===== src/dwc_pkg.sv =====
// Package for the depthwise row convolution block.
// Holds field widths, action and register codes, controller state, command/status structs.
// No dependencies; every other file but dwc_ram imports it.
package dwc_pkg;

    // Default sizes handed to the top-level parameters
    localparam int MAX_TAPS_DEF = 16;
    localparam int CHANNELS_DEF = 64;

    // Field widths
    localparam int TAP_W     = 5;    // kernel_taps register, tap counters, fill level
    localparam int STRIDE_W  = 5;
    localparam int PAD_W     = 4;
    localparam int PHASE_W   = 4;
    localparam int POS_W     = 12;
    localparam int CHAN_W    = 6;
    localparam int SAMPLE_W  = 16;
    localparam int VALUE_W   = 32;
    localparam int ACC_W     = 38;
    localparam int STEP_W    = 4;
    localparam int APB_AW    = 4;
    localparam int APB_DW    = 32;

    // Action codes of an input item
    localparam logic [1:0] ACT_WEIGHT = 2'd0;
    localparam logic [1:0] ACT_BIAS   = 2'd1;
    localparam logic [1:0] ACT_SAMPLE = 2'd2;

    // Register indexes (word address)
    localparam logic [1:0] REG_KERNEL_TAPS = 2'd0;
    localparam logic [1:0] REG_STRIDE      = 2'd1;
    localparam logic [1:0] REG_PAD_COUNT   = 2'd2;

    // Register reset values
    localparam logic [TAP_W-1:0]    KERNEL_TAPS_RST = 5'd3;
    localparam logic [STRIDE_W-1:0] STRIDE_RST      = 5'd1;
    localparam logic [PAD_W-1:0]    PAD_COUNT_RST   = 4'd0;

    // Stride clamp
    localparam logic [STRIDE_W-1:0] STRIDE_MAX = 5'd16;

    // Results kept per item before the last slot is reused
    localparam logic [STEP_W-1:0] STEP_KEEP = 4'd15;

    // Saturation bounds of the accumulator
    localparam logic signed [ACC_W-1:0] ACC_MAX = 38'sd2147483647;
    localparam logic signed [ACC_W-1:0] ACC_MIN = -38'sd2147483648;

    // Controller states
    typedef enum logic [3:0] {
        S_IDLE,
        S_LEAD,
        S_TRAIL,
        S_MAC,
        S_DRAIN1,
        S_DRAIN2,
        S_EMIT,
        S_CLOSE,
        S_FLUSH
    } ctrl_state_t;

    // Controller to datapath
    typedef struct packed {
        logic             accept;       // input item taken this cycle
        logic             push;         // shift one position into the window
        logic             push_sample;  // push the latched sample rather than a zero
        logic             load_trail;   // reload pad counter for trailing zeros
        logic             mac_issue;    // read one tap
        logic             mac_first;    // first tap: seed accumulator with bias
        logic [TAP_W-1:0] mac_tap;
        logic             emit;         // close a window sum, release held output
        logic             close;        // final result of the row
        logic             flush;        // move the overflow slot to the output
    } cmd_t;

    // Datapath to controller
    typedef struct packed {
        logic             emit_now;     // a push now completes a window
        logic             pad_zero;
        logic             last_sample;
        logic [TAP_W-1:0] taps;         // effective kernel taps
        logic             pend_valid;
        logic             to_hold;      // next result goes to the overflow slot
        logic             out_free;
        logic             hold_valid;
    } status_t;

    // One result item
    typedef struct packed {
        logic signed [VALUE_W-1:0] value;
        logic [CHAN_W-1:0]         chan;
        logic [POS_W-1:0]          pos;
        logic                      last;
        logic                      sat;
        logic                      err;
    } res_t;

    // Clamp a 32-bit word to Q1.15
    function automatic logic signed [SAMPLE_W-1:0] clamp16(input logic signed [VALUE_W-1:0] v);
        logic signed [SAMPLE_W-1:0] r;
        if (v > 32'sd32767)
            r = 16'sh7fff;
        else if (v < -32'sd32768)
            r = 16'sh8000;
        else
            r = v[SAMPLE_W-1:0];
        return r;
    endfunction

endpackage


===== src/dwc_regs.sv =====
// Configuration registers behind the APB-style port: kernel_taps, stride, pad_count.
// Depends on dwc_pkg.
module dwc_regs
    import dwc_pkg::*;
(
    input  logic                clk,
    input  logic                rst_n,
    input  logic                psel,
    input  logic                penable,
    input  logic                pwrite,
    input  logic [APB_AW-1:0]   paddr,
    input  logic [APB_DW-1:0]   pwdata,
    output logic [APB_DW-1:0]   prdata,
    output logic                pready,
    output logic [TAP_W-1:0]    kernel_taps,
    output logic [STRIDE_W-1:0] stride,
    output logic [PAD_W-1:0]    pad_count
);

    logic [TAP_W-1:0]    kernel_taps_reg;
    logic [STRIDE_W-1:0] stride_reg;
    logic [PAD_W-1:0]    pad_count_reg;
    logic                wr_en;

    assign pready = 1'b1;
    assign wr_en  = psel && penable && pwrite;

    // Register writes
    always_ff @(posedge clk or negedge rst_n)
    begin
        if (!rst_n)
        begin
            kernel_taps_reg <= KERNEL_TAPS_RST;
            stride_reg      <= STRIDE_RST;
            pad_count_reg   <= PAD_COUNT_RST;
        end
        else if (wr_en)
        begin
            case (paddr[3:2])
                REG_KERNEL_TAPS: kernel_taps_reg <= pwdata[TAP_W-1:0];
                REG_STRIDE:      stride_reg      <= pwdata[STRIDE_W-1:0];
                REG_PAD_COUNT:   pad_count_reg   <= pwdata[PAD_W-1:0];
                default:         ;
            endcase
        end
    end

    // Read mux
    always_comb
    begin
        case (paddr[3:2])
            REG_KERNEL_TAPS: prdata = APB_DW'(kernel_taps_reg);
            REG_STRIDE:      prdata = APB_DW'(stride_reg);
            REG_PAD_COUNT:   prdata = APB_DW'(pad_count_reg);
            default:         prdata = '0;
        endcase
    end

    assign kernel_taps = kernel_taps_reg;
    assign stride      = stride_reg;
    assign pad_count   = pad_count_reg;

endmodule


===== config.mk =====
export PLATFORM = sky130hd
export DESIGN_NAME = dwc_regs
export DESIGN_NICKNAME = d
export VERILOG_FILES = /design/src/dwc_pkg.sv /design/src/dwc_regs.sv
export SDC_FILE = /design/constraint.sdc
export NUM_CORES = 1
export LEC_CHECK = 0
export BUFFER_PORTS_ARGS = -buffer_cell sky130_fd_sc_hd__buf_4
export CAP_MARGIN = 15
export CORE_UTILIZATION = 39
export CTS_BUF_LIST = sky130_fd_sc_hd__clkbuf_8
export DETAILED_ROUTE_END_ITERATION = 10
export PLACE_DENSITY = 0.87
export RECOVER_POWER = 100
export SLEW_MARGIN = 20
export SYNTH_ARGS = -nofsm -noshare
export SYNTH_HDL_FRONTEND = slang
export SYNTH_SLANG_ARGS = --single-unit

===== constraint.sdc =====
create_clock -name clk -period 1.1 [get_ports clk]
set_input_delay 0.055 -clock clk [delete_from_list [all_inputs] [get_ports clk]]
set_output_delay 0.055 -clock clk [all_outputs]
set_load 0.005 [all_outputs]

==> flow_summary.json <==
{
  "pre_cts_slack_ps": -69.6,
  "place_area_um2": 1040,
  "yosysSeqAreaShare_pct": 40.8,
  "min_period_ps": 1220,
  "drc": 0,
  "finalSetupViolations": 2,
  "synth_xor_area_share_pct": 0,
  "final_core_util_pct": 55.4,
  "fill_cells": 163,
  "arrival_ps": 1170,
  "wire_per_inst_um": 11.7,
  "synth_most_common_cell": "buf_4",
  "ys_async_sr_fraction_pct": 100,
  "fin_skew_ps": 0,
  "cts_tree": "yes",
  "vias": 626,
  "cts_root_buffer": "clkbuf_8",
  "fin_area_um2": 1120,
  "cts.sinks": 14,
  "ys_top_cells_by_count": "28 x buf_4, 14 x mux2_2, 11 x dfrtp_1",
  "crit_fanout": 2,
  "drt_first_pass_iters": 1,
  "finalWorstSetupSlack_ps": -121,
  "p_seq_share_pct": 41.6,
  "regArea_um2": 354,
  "power_density_nw_per_um2": 1590,
  "synth_top_cell_area_share_pct": 31.7,
  "syn_inst": 78,
  "cp-start-kind": "flip-flop",
  "cts_buffers": 3,
  "synth_top_family_by_area": "buffers and inverters",
  "diodes": 0,
  "clk_latency_ps": 250,
  "numPortBuffers": 30,
  "grt_pass1_wl_um": 2650,
  "ys_ff_latch": 14,
  "wirelength_um": 1710,
  "first_iter_violations": 0,
  "violations": "setup timing",
  "worstHoldPathType": "input pin to flip-flop",
  "yosys.cell_types.count": 15,
  "placedCellCount": 136,
  "nNetsFinal": 161,
  "ant_nets": 0,
  "required_ps": 1040,
  "multi_input_area_um2": 389,
  "rsz0062_at_grt": "true",
  "crit_type": "flip-flop to primary output",
  "synthTopCellsByArea": "dfrtp_1 32%, buf_4 24%, mux2_2 18%, dfstp_2 9.1%, mux2i_1 5.8%",
  "stdcell_count": 146,
  "synth-compound-area-share_pct": 2.31,
  "dp_hpwl_um": 1230,
  "slew_headroom_pct": 49.4,
  "cts.htree.levels": 1,
  "vias_per_cell": 4.29,
  "power_leakage_nw": 0.574,
  "synth_edf_count": 0,
  "synthMuxAreaShare_pct": 24.0,
  "chipHeight_um": 49.2,
  "coreArea_um2": 2020,
  "drive_gt1_share_pct": 47.1,
  "ios": 88,
  "p_clk_share_pct": 24.5,
  "p_int_mw": 1.29,
  "peakVddDrop_mv": 1.11,
  "path_clk_slew_ps": 60,
  "clockBufferDepth": 2,
  "rows": 16,
  "synth_area_leader_cell": "dfrtp_1",
  "synth_area_um2": 867,
  "grt_pass1_vias": 593,
  "timing_worst_slew_pin_value_ps": 760,
  "yosysWarnings": 0,
  "outcome": "complete, but fails checks",
  "synth-simple-area-share_pct": 6.49,
  "critPathSlowestCell": "dfstp_2",
  "crit_chain": "mux2i_1 -> o21ai_1 -> buf_4",
  "yosys.area_share.adder_pct": 0,
  "antenna_found_initial": 0,
  "syn_to_final_growth_pct": 29.3,
  "grt_use_total_pct": 15.1,
  "gp_congestion": 0.786,
  "max_stage_delay_ps": 530,
  "switchingPower_mw": 0.493,
  "die-area_um2": 2420,
  "grt_max_degree": 15,
  "drv_slew": 0,
  "swShare_pct": 27.7,
  "start_util_pct": 42.9,
  "combPwrFrac_pct": 33.9,
  "finalHoldViolCount": 0,
  "synth.avg_cell_area_um2": 11.1,
  "fin_crit_sh_pct": 111,
  "critical_path.endpoint_type": "primary output",
  "grt.overflow.total": 0,
  "fmax_ghz": 0.819,
  "die_w_um": 49.2,
  "synth_flop_cell": "dfrtp_1",
  "cap_violations": 0
}
-- cell families after synthesis --
kind of cell	count (synthesis)
and+or+nand+nor	10
other	2
buffers and inverters	29
muxes	19
AOI/OAI and AO/OA	4
DFF	14
-- timing repair --
item	4_1_cts	5_1_grt
pin swaps	1	1
hold endpoints to repair	14	0
buffers inserted	2	3
endpoints found under the setup margin	2	4
hold buffers	1	0
resized for setup	2	5
-- layout by cell type, fill, tap and decap left out, types with 3 or more instances in the layout --
master,instances
buf_4,22
buf_6,3
clkbuf_1,4
clkbuf_4,10
clkbuf_8,3
conb_1,28
dfrtp_1,11
dfstp_2,3
mux2_2,14
mux2i_1,5
nand2_1,4
o21ai_1,4
-- worst max-delay path: cells and delay by family, from the launching register on --
family          cells  cell delay (ps)
mux                 1               70
buf+inv             1              140
compound gates      1              180
flops               1              530
-- layer usage --
| layer | GRT usage, % | vias to the layer above | wire length (µm) |
|---|---|---|---|
| li1 | - | 285 | - |
| met1 | 16.3 | 289 | 702 |
| met2 | 25.6 | 49 | 814 |
| met3 | 5.61 | 3 | 167 |
| met4 | 7.84 | 0 | 28 |
| met5 | 0 | - | 0 |
-- through the flow --
stage	TNS [ps]	hold slack (ps)	power [mW]
floorplan	0	-241	1.02
global placement	-184	-92.5	1.25
detailed placement	-282	-87.7	1.28
CTS	-239	42.8	1.75
global route	-333	49.8	1.88
finish	-224	44.9	1.78
-- final cells by class --
cell class	count	area share [%]
clock buffer	3	3.68
multi-input combinational	61	34.7
clock inverter	1	0.335
sequential	14	31.6
tap	27	3.01
timing repair buffer	40	26.7
-- power groups by stage --
stage / Sequential [mW] / Clock (mW) / Combinational [mW]
floorplan: 0.752 / 0 / 0.268
global placement: 0.747 / 0 / 0.508
detailed placement: 0.755 / 0 / 0.521
CTS: 0.744 / 0.447 / 0.558
global route: 0.756 / 0.467 / 0.659
finish: 0.740 / 0.435 / 0.604
-- final timing paths --
check / from / cells past startpoint / end / slack [ps]
min in group asynchronous: rst_n / 2 / kernel_taps[3] / 390
worst min register to register: pad_count[1] / 1 / pad_count[1] / 530
worst max register to register: kernel_taps[0] / 3 / kernel_taps[0] / 200
max in group asynchronous: rst_n / 2 / kernel_taps[4] / 230
worst max-delay path: stride[0] / 3 / prdata[0] / -120
worst min-delay path: pwdata[4] / 2 / stride[4] / 40
No activity file was read; power rests on OpenSTA's default activity.
