File: config.mk
export PLATFORM = sky130hd
export DESIGN_NAME = dwc_ctrl
export DESIGN_NICKNAME = d
export VERILOG_FILES = /design/src/dwc_pkg.sv /design/src/dwc_ctrl.sv
export SDC_FILE = /design/constraint.sdc
export NUM_CORES = 1
export LEC_CHECK = 0
export BUFFER_PORTS_ARGS = -buffer_cell sky130_fd_sc_hd__buf_2
export CORE_ASPECT_RATIO = 1.2
export CORE_MARGIN = 2
export CORE_UTILIZATION = 35
export DETAILED_ROUTE_END_ITERATION = 16
export SLEW_MARGIN = 20
export SYNTH_ARGS = -nofsm -noshare
export SYNTH_HDL_FRONTEND = slang
export SYNTH_SLANG_ARGS = --single-unit
File: constraint.sdc
create_clock -name clk -period 2.3 [get_ports clk]
set_input_delay 0.23 -clock clk [delete_from_list [all_inputs] [get_ports clk]]
set_output_delay 0.23 -clock clk [all_outputs]
set_load 0.02 [all_outputs]
File: src/dwc_pkg.sv
// Package for the depthwise row convolution block.
// Holds field widths, action and register codes, controller state, command/status structs.
// No dependencies; every other file but dwc_ram imports it.
package dwc_pkg;

    // Default sizes handed to the top-level parameters
    localparam int MAX_TAPS_DEF = 16;
    localparam int CHANNELS_DEF = 64;

    // Field widths
    localparam int TAP_W     = 5;    // kernel_taps register, tap counters, fill level
    localparam int STRIDE_W  = 5;
    localparam int PAD_W     = 4;
    localparam int PHASE_W   = 4;
    localparam int POS_W     = 12;
    localparam int CHAN_W    = 6;
    localparam int SAMPLE_W  = 16;
    localparam int VALUE_W   = 32;
    localparam int ACC_W     = 38;
    localparam int STEP_W    = 4;
    localparam int APB_AW    = 4;
    localparam int APB_DW    = 32;

    // Action codes of an input item
    localparam logic [1:0] ACT_WEIGHT = 2'd0;
    localparam logic [1:0] ACT_BIAS   = 2'd1;
    localparam logic [1:0] ACT_SAMPLE = 2'd2;

    // Register indexes (word address)
    localparam logic [1:0] REG_KERNEL_TAPS = 2'd0;
    localparam logic [1:0] REG_STRIDE      = 2'd1;
    localparam logic [1:0] REG_PAD_COUNT   = 2'd2;

    // Register reset values
    localparam logic [TAP_W-1:0]    KERNEL_TAPS_RST = 5'd3;
    localparam logic [STRIDE_W-1:0] STRIDE_RST      = 5'd1;
    localparam logic [PAD_W-1:0]    PAD_COUNT_RST   = 4'd0;

    // Stride clamp
    localparam logic [STRIDE_W-1:0] STRIDE_MAX = 5'd16;

    // Results kept per item before the last slot is reused
    localparam logic [STEP_W-1:0] STEP_KEEP = 4'd15;

    // Saturation bounds of the accumulator
    localparam logic signed [ACC_W-1:0] ACC_MAX = 38'sd2147483647;
    localparam logic signed [ACC_W-1:0] ACC_MIN = -38'sd2147483648;

    // Controller states
    typedef enum logic [3:0] {
        S_IDLE,
        S_LEAD,
        S_TRAIL,
        S_MAC,
        S_DRAIN1,
        S_DRAIN2,
        S_EMIT,
        S_CLOSE,
        S_FLUSH
    } ctrl_state_t;

    // Controller to datapath
    typedef struct packed {
        logic             accept;       // input item taken this cycle
        logic             push;         // shift one position into the window
        logic             push_sample;  // push the latched sample rather than a zero
        logic             load_trail;   // reload pad counter for trailing zeros
        logic             mac_issue;    // read one tap
        logic             mac_first;    // first tap: seed accumulator with bias
        logic [TAP_W-1:0] mac_tap;
        logic             emit;         // close a window sum, release held output
        logic             close;        // final result of the row
        logic             flush;        // move the overflow slot to the output
    } cmd_t;

    // Datapath to controller
    typedef struct packed {
        logic             emit_now;     // a push now completes a window
        logic             pad_zero;
        logic             last_sample;
        logic [TAP_W-1:0] taps;         // effective kernel taps
        logic             pend_valid;
        logic             to_hold;      // next result goes to the overflow slot
        logic             out_free;
        logic             hold_valid;
    } status_t;

    // One result item
    typedef struct packed {
        logic signed [VALUE_W-1:0] value;
        logic [CHAN_W-1:0]         chan;
        logic [POS_W-1:0]          pos;
        logic                      last;
        logic                      sat;
        logic                      err;
    } res_t;

    // Clamp a 32-bit word to Q1.15
    function automatic logic signed [SAMPLE_W-1:0] clamp16(input logic signed [VALUE_W-1:0] v);
        logic signed [SAMPLE_W-1:0] r;
        if (v > 32'sd32767)
            r = 16'sh7fff;
        else if (v < -32'sd32768)
            r = 16'sh8000;
        else
            r = v[SAMPLE_W-1:0];
        return r;
    endfunction

endpackage

File: src/dwc_ctrl.sv
// Controller state machine: sequences padding, window pushes, the tap MAC loop and
// result release for each input item. Depends on dwc_pkg.
module dwc_ctrl
    import dwc_pkg::*;
(
    input  logic       clk,
    input  logic       rst_n,
    input  logic       in_valid,
    input  logic [1:0] action,
    output logic       in_stall,
    input  status_t    status,
    output cmd_t       cmd
);

    ctrl_state_t      state_reg, state_next;
    ctrl_state_t      ret_reg, ret_next;
    ctrl_state_t      push_ret;
    logic [TAP_W-1:0] tap_reg, tap_next;

    // State registers
    always_ff @(posedge clk or negedge rst_n)
    begin
        if (!rst_n)
        begin
            state_reg <= S_IDLE;
            ret_reg   <= S_IDLE;
            tap_reg   <= '0;
        end
        else
        begin
            state_reg <= state_next;
            ret_reg   <= ret_next;
            tap_reg   <= tap_next;
        end
    end

    // Next state and commands
    always_comb
    begin
        cmd         = '0;
        cmd.mac_tap = tap_reg;
        state_next  = state_reg;
        ret_next    = ret_reg;
        tap_next    = tap_reg;
        push_ret    = S_IDLE;
        in_stall    = 1'b1;
        case (state_reg)
            S_IDLE:
            begin
                in_stall = 1'b0;
                if (in_valid)
                begin
                    cmd.accept = 1'b1;
                    if (action == ACT_SAMPLE)
                        state_next = S_LEAD;
                end
            end
            // leading zeros, then the sample itself
            S_LEAD:
            begin
                cmd.push = 1'b1;
                tap_next = '0;
                if (status.pad_zero)
                begin
                    cmd.push_sample = 1'b1;
                    if (status.last_sample)
                    begin
                        cmd.load_trail = 1'b1;
                        push_ret       = S_TRAIL;
                    end
                    else
                        push_ret = S_FLUSH;
                end
                else
                    push_ret = S_LEAD;
                ret_next   = push_ret;
                state_next = status.emit_now ? S_MAC : push_ret;
            end
            // trailing zeros after the last sample of a row
            S_TRAIL:
            begin
                tap_next = '0;
                if (status.pad_zero)
                    state_next = S_CLOSE;
                else
                begin
                    cmd.push   = 1'b1;
                    ret_next   = S_TRAIL;
                    state_next = status.emit_now ? S_MAC : S_TRAIL;
                end
            end
            // one tap per cycle
            S_MAC:
            begin
                cmd.mac_issue = 1'b1;
                cmd.mac_first = (tap_reg == '0);
                if (tap_reg == status.taps - TAP_W'(1))
                    state_next = S_DRAIN1;
                else
                    tap_next = tap_reg + TAP_W'(1);
            end
            S_DRAIN1: state_next = S_DRAIN2;
            S_DRAIN2: state_next = S_EMIT;
            S_EMIT:
            begin
                if (!(status.pend_valid && !status.to_hold && !status.out_free))
                begin
                    cmd.emit   = 1'b1;
                    state_next = ret_reg;
                end
            end
            S_CLOSE:
            begin
                if (status.to_hold || status.out_free)
                begin
                    cmd.close  = 1'b1;
                    state_next = S_FLUSH;
                end
            end
            S_FLUSH:
            begin
                if (!status.hold_valid)
                    state_next = S_IDLE;
                else if (status.out_free)
                begin
                    cmd.flush  = 1'b1;
                    state_next = S_IDLE;
                end
            end
            default: state_next = S_IDLE;
        endcase
    end

endmodule

==> impl_metrics.tcl, run 1 <==
set metrics [dict create \
    rr_startpoint "tap_reg[2]" \
    r2r_cells 4 \
    max_freq_mhz 501.8 \
    grt-ovfl-total 0 \
    die_x_um 52.45 \
    syn_nets 144 \
    synth_top_area_share_pct 30.46 \
    worstHoldEndpoint "state_reg[3]" \
    crit_fanout 17 \
    cts_buffer_depth 2 \
    synth_warnings 0 \
    nNetsFinal 175 \
    clock-sinks 12 \
    skew_ns 0.002041 \
    status "finished, final reports clean" \
    grtUsageTotal_pct 16.36 \
    htree_levels 1 \
    grt_pass1_wl_mm 4.091 \
    clk_pin_slew_ns 0.06 \
    fp.dieArea_um2 3259 \
    clk_latency_ns 0.26 \
    antenna_found_initial 0 \
    cts_buffers 3 \
    ios 32 \
    initial_utilization_pct 36.08 \
    post-dp-hpwl_mm 1.941 \
    min_from "status[1]" \
    drtIter0Drc 20 \
    synthCells 124 \
    grt_max_degree 20 \
    min_path_cells 2 \
    avgSynthCellArea_um2 7.951 \
    critPathKind "flop to output port" \
    cts_tree "yes" \
    yosys-top-cells-area "dfrtp_1, nor2_1, o211ai_1, a21oi_1, ha_1" \
    ant_nets 0 \
    wire_per_inst_um 13.35 \
    cp_slowest_cell "dfrtp_1" \
    rows 21 \
    hp-class "input port to flop" \
    synth.cell_area_um2 985.9 \
    final_common_cell "buf_2" \
    post_cts_buffers 0 \
    p_total_mw 1.288 \
    maxCapViolations 0 \
    critPathLaunchType "flop" \
    synth_seq_cells 12 \
    layout-drive-gt1-share_pct 25.49 \
    path_cells "nand2_1 > or2_2 > a211oi_1 > buf_2" \
    port_buffers 31 \
    drc 0 \
    yosys.area.top_type "dfrtp_1" \
    cp_slowest_stage_delay_ns 0.64 \
    p_per_area_nw_per_um2 1082 \
    first_pass_iters 4 \
    ir_drop_v 0.0006225 \
    pre_cts_ws_ns 0.2781 \
    stdcell_area_um2 1191 \
    area_growth_pct 20.81 \
    postLayoutSetupSlackWorst_ns 0.3070 \
    setup_tns_ns 0 \
    cts-resized-gates 0 \
    ys_seq_area_share_pct 30.46 \
    synth_cell_types 41 \
    place_area_um2 1159 \
    routed_wl_mm 2.496 \
    reg2reg_to "tap_reg[1]" \
    vias 1023 \
    leakagePower_nw 0.5841 \
    setup_viol 0 \
    period_share_pct 86.65 \
    relSlewSlack_pct 63.29 \
    tightestPinTransition_ns 0.5506 \
    reg2reg_slack_ns 0.45 \
    maxSlewViolCount 0 \
    min_period_ns 1.993 \
    core_region_area_um2 2733 \
    vias_per_cell 5.471 \
    fill_cells 305 \
    largest_register_ffs 5 \
    worstPathRequired_ns 2.07 \
    dieHeight_um 62.14 \
    hold_viol_final 0 \
    place.gp.congestion 0.8302 \
    rsz0062_at_grt "no" \
    grt_pass1_vias 925 \
    cp.arrival_ns 1.76 \
    antenna_cells 0 \
    layout_common_cells "buf_2, nor2_1, dfrtp_1" \
    cts-root-buf "clkbuf_4" \
    cp-end-kind "output port" \
    holdWs_ns 0.1952 \
]
## routing by layer
metal	track usage, %	up-vias	part of all wire [%]
li1	-	503	-
met1	20.27	479	42
met2	27.19	37	50
met3	2.163	4	5.8
met4	7.692	0	1.4
met5	0	-	0
## worst max path at each step
stage / from / to / slack (ns) / cells past startpoint
after floorplan: state_reg[2] / cmd[2] / 0.47 / 4
after global placement: status[4] / tap_reg[0] / 0.35 / 8
after detailed placement: status[4] / tap_reg[1] / 0.28 / 8
after CTS: state_reg[1] / cmd[2] / 0.31 / 4
after global routing: state_reg[3] / cmd[10] / 0.14 / 5
final: state_reg[1] / cmd[2] / 0.31 / 4
## per-stage QoR
step                utilization, %  instances
floorplan                        -        124
global placement             42.40        183
detailed placement           42.40        183
CTS                          43.59        187
global route                 43.59        187
finish                       43.59        187
## logic make-up after synthesis
kind of cell	after synthesis	synth area share, %
compound gates	36	24.37
fa+ha+maj	3	3.808
xor+xnor	5	4.442
mux	3	3.046
buf+inv	16	6.345
flops	12	30.46
simple gates	49	27.54
## Yosys cell counts
cell	n
nor3_1	3
nand4_1	2
xnor2_1	3
ha_1	3
mux2i_1	3
xor2_1	2
and4bb_2	1
nand3_1	3
nor2_1	12
o2111ai_1	1
nor2b_1	4
a21boi_1	1
o21a_1	1
and2_1	1
and3b_1	1
nand2_1	9
inv_1	10
dfrtp_1	12
o211ai_1	6
o21ai_1	3
or3_1	3
a22oi_1	1
or2b_4	1
o31ai_1	2
o22ai_1	1
clkbuf_1	4
and3_1	2
buf_2	2
nor3b_1	1
o21ai_0	5
a21oi_1	8
nor2_4	1
a31oi_1	1
nand3b_1	1
a21bo_1	1
a311oi_2	1
or2_2	1
a211oi_1	3
nand2b_1	2
a22o_1	1
and4b_1	1
## cell type report
class / count / area (µm²) / share of cell area (%)
Timing Repair Buffer: 32 / 165.2 / 13.87
Tap cell: 34 / 42.54 / 3.571
Multi-Input combinational cell: 96 / 623.1 / 52.31
Clock buffer: 3 / 22.52 / 1.891
Inverter: 10 / 37.54 / 3.151
Sequential cell: 12 / 300.3 / 25.21
## timing repair
action,4_1_cts,5_1_grt
endpoints found under the hold margin,12,0
hold buffers,1,0
setup endpoints to repair,0,0
## power breakdown
part	switching (mW)	internal, mW	total (mW)
Combinational	0.403	0.307	0.710
Sequential	0.175	0.284	0.459
Clock	0.0586	0.0604	0.119
## critical path, delay by kind of cell (launching register included)
kind                   cells  cell delay (ns)
flip-flops                 1             0.64
AND/OR/NAND/NOR            2             0.43
AO/OA/AOI/OAI              1             0.22
buffers and inverters      1             0.20
Note: power is estimated with default switching activity, not from simulation.
==> run 2, diff against run 1 <==
--- a/config.mk
+++ b/config.mk
@@ -6,10 +6,11 @@
 export NUM_CORES = 1
 export LEC_CHECK = 0
 export BUFFER_PORTS_ARGS = -buffer_cell sky130_fd_sc_hd__buf_2
-export CORE_ASPECT_RATIO = 1.2
+export CORE_ASPECT_RATIO = 1.75
 export CORE_MARGIN = 2
 export CORE_UTILIZATION = 35
 export DETAILED_ROUTE_END_ITERATION = 16
+export PLACE_DENSITY = 0.58
 export SLEW_MARGIN = 20
 export SYNTH_ARGS = -nofsm -noshare
 export SYNTH_HDL_FRONTEND = slang
==> impl_metrics.tcl, run 2 (synthesized netlist as in run 1, its figures left out) <==
set metrics [dict create \
    min_period_ns 1.937 \
    rr_startpoint "tap_reg[2]" \
    vias_per_cell 5.541 \
    post-dp-hpwl_mm 1.997 \
    fill_cells 286 \
    p_switching_mw 0.6486 \
    drc 0 \
    dieHeight_um 74.21 \
    cts_buffer_depth 2 \
    rsz0062_at_grt "no" \
    register_area_um2 300.3 \
    p_per_area_nw_per_um2 1129 \
    cts-root-buf "clkbuf_8" \
    ir_drop_v 0.0004874 \
    seq_power_share_pct 32.3 \
    layout-drive-gt1-share_pct 25.97 \
    grtUsageMet2_pct 31.37 \
    hold_viol_final 0 \
    clk_latency_ns 0.23 \
    combPwrFrac_pct 54.1 \
    rows 25 \
    cp-end-kind "output port" \
    drtIter0Drc 16 \
    p_int_mw 0.7166 \
    status "finished, final reports clean" \
    place_area_um2 1157 \
    clk_pin_slew_ns 0.05 \
    multiInputGateArea_um2 623.1 \
    p_total_mw 1.365 \
    setup_viol 0 \
    grt_use_met3_pct 1.456 \
    critPathKind "flop to output port" \
    utilization_pct 44.93 \
    final_common_cell "buf_2" \
    period_share_pct 84.21 \
    postLayoutSetupSlackWorst_ns 0.3632 \
    cts_tree "yes" \
    cts_buffers 3 \
    maxSlewViolCount 0 \
    holdWs_ns 0.2152 \
    hp-class "input port to flop" \
    ant_nets 0 \
    post-place-cells 177 \
    clock-sinks 12 \
    clkPwrFrac_pct 13.5 \
    antenna_cells 0 \
    pre_cts_ws_ns 0.2783 \
    routed_wl_mm 2.478 \
    grt-ovfl-total 0 \
    tightestPinTransition_ns 0.5066 \
    vias 1003 \
    leakagePower_nw 0.5967 \
    layout_common_cells "buf_2, nor2_1, dfrtp_1" \
    maxCapViolations 0 \
    largest_register_ffs 5 \
    fp.dieArea_um2 3274 \
    relSlewSlack_pct 65.87 \
    port_buffers 31 \
    cp-startpoint "state_reg[2]" \
    finalNonFillerCells 181 \
    min_from "status[1]" \
    max_freq_mhz 516.3 \
    place.gp.congestion 0.8532 \
    antenna_found_initial 0 \
    nNetsFinal 176 \
    crit_fanout 11 \
    skew_ns 0.0006644 \
    htree_levels 1 \
    setup_tns_ns 0 \
    first_pass_iters 4 \
    critPathLaunchType "flop" \
    core_region_area_um2 2690 \
    worstPathRequired_ns 2.07 \
    ios 32 \
    stdcell_area_um2 1209 \
    grt_busiest_layer "met2" \
    grt_pass1_wl_mm 4.181 \
    swShare_pct 47.51 \
    initial_utilization_pct 36.65 \
    use_met1_pct 18.09 \
    area_growth_pct 22.59 \
    grt_pass1_vias 961 \
    grtUsageTotal_pct 17.17 \
    wire_per_inst_um 13.69 \
    grt_max_degree 18 \
    die_x_um 44.12 \
    cp.arrival_ns 1.71 \
]
-- run 2: cell count changes in the layout (fill, tap and decap cells not counted), sizes merged --
cell and change:
buf +1
-- run 2: area by class of cell --
class / instances / area share (%)
clock buffer: 3 / 3.416
multi-input combinational: 96 / 51.55
inverter: 10 / 3.106
tap: 27 / 2.795
timing repair buffer: 33 / 14.29
sequential: 12 / 24.84
-- run 2: critical path: stages, from the launching register on --
cell and delay (ns):
dfrtp_1 0.52, nor2_4 0.24, nand2_1 0.10, nor2_1 0.28
and2_1 0.17, buf_2 0.15
-- run 2: layer usage --
layer,vias to the layer above,share of wire [%],routed length [µm]
met1,457,40,998
met2,33,52,1283
met4,0,3.8,95
li1,505,-,-
met5,-,0,0
met3,8,4.0,100
-- run 2: power by group through the flow --
stage          sequential [mW]  clock [mW]  combinational [mW]
5_1_grt                  0.460       0.196               0.833
3_3_place_gp             0.443           0               0.737
4_1_cts                  0.441       0.188               0.750
6_report                 0.442       0.185               0.739
2_1_floorplan            0.360           0               0.615
3_5_place_dp             0.445           0               0.744
-- run 2: path summary, 6_finish.rpt --
path | endpoint | slack (ns) | depth (start not counted)
min in group asynchronous | ret_reg[1] | 0.40 | 2
hold / removal | state_reg[3] | 0.22 | 2
max in group asynchronous | state_reg[1] | 1.68 | 2
setup / recovery | cmd[10] | 0.36 | 5
setup reg to reg | tap_reg[1] | 0.43 | 4
hold reg to reg | ret_reg[3] | 0.53 | 1
-- run 2: repair_timing --
action	CTS	global route
endpoints found under the hold margin	12	0
gates resized for setup	0	0
endpoints found under the setup margin	0	0
buffers inserted	0	0
hold buffers	1	0
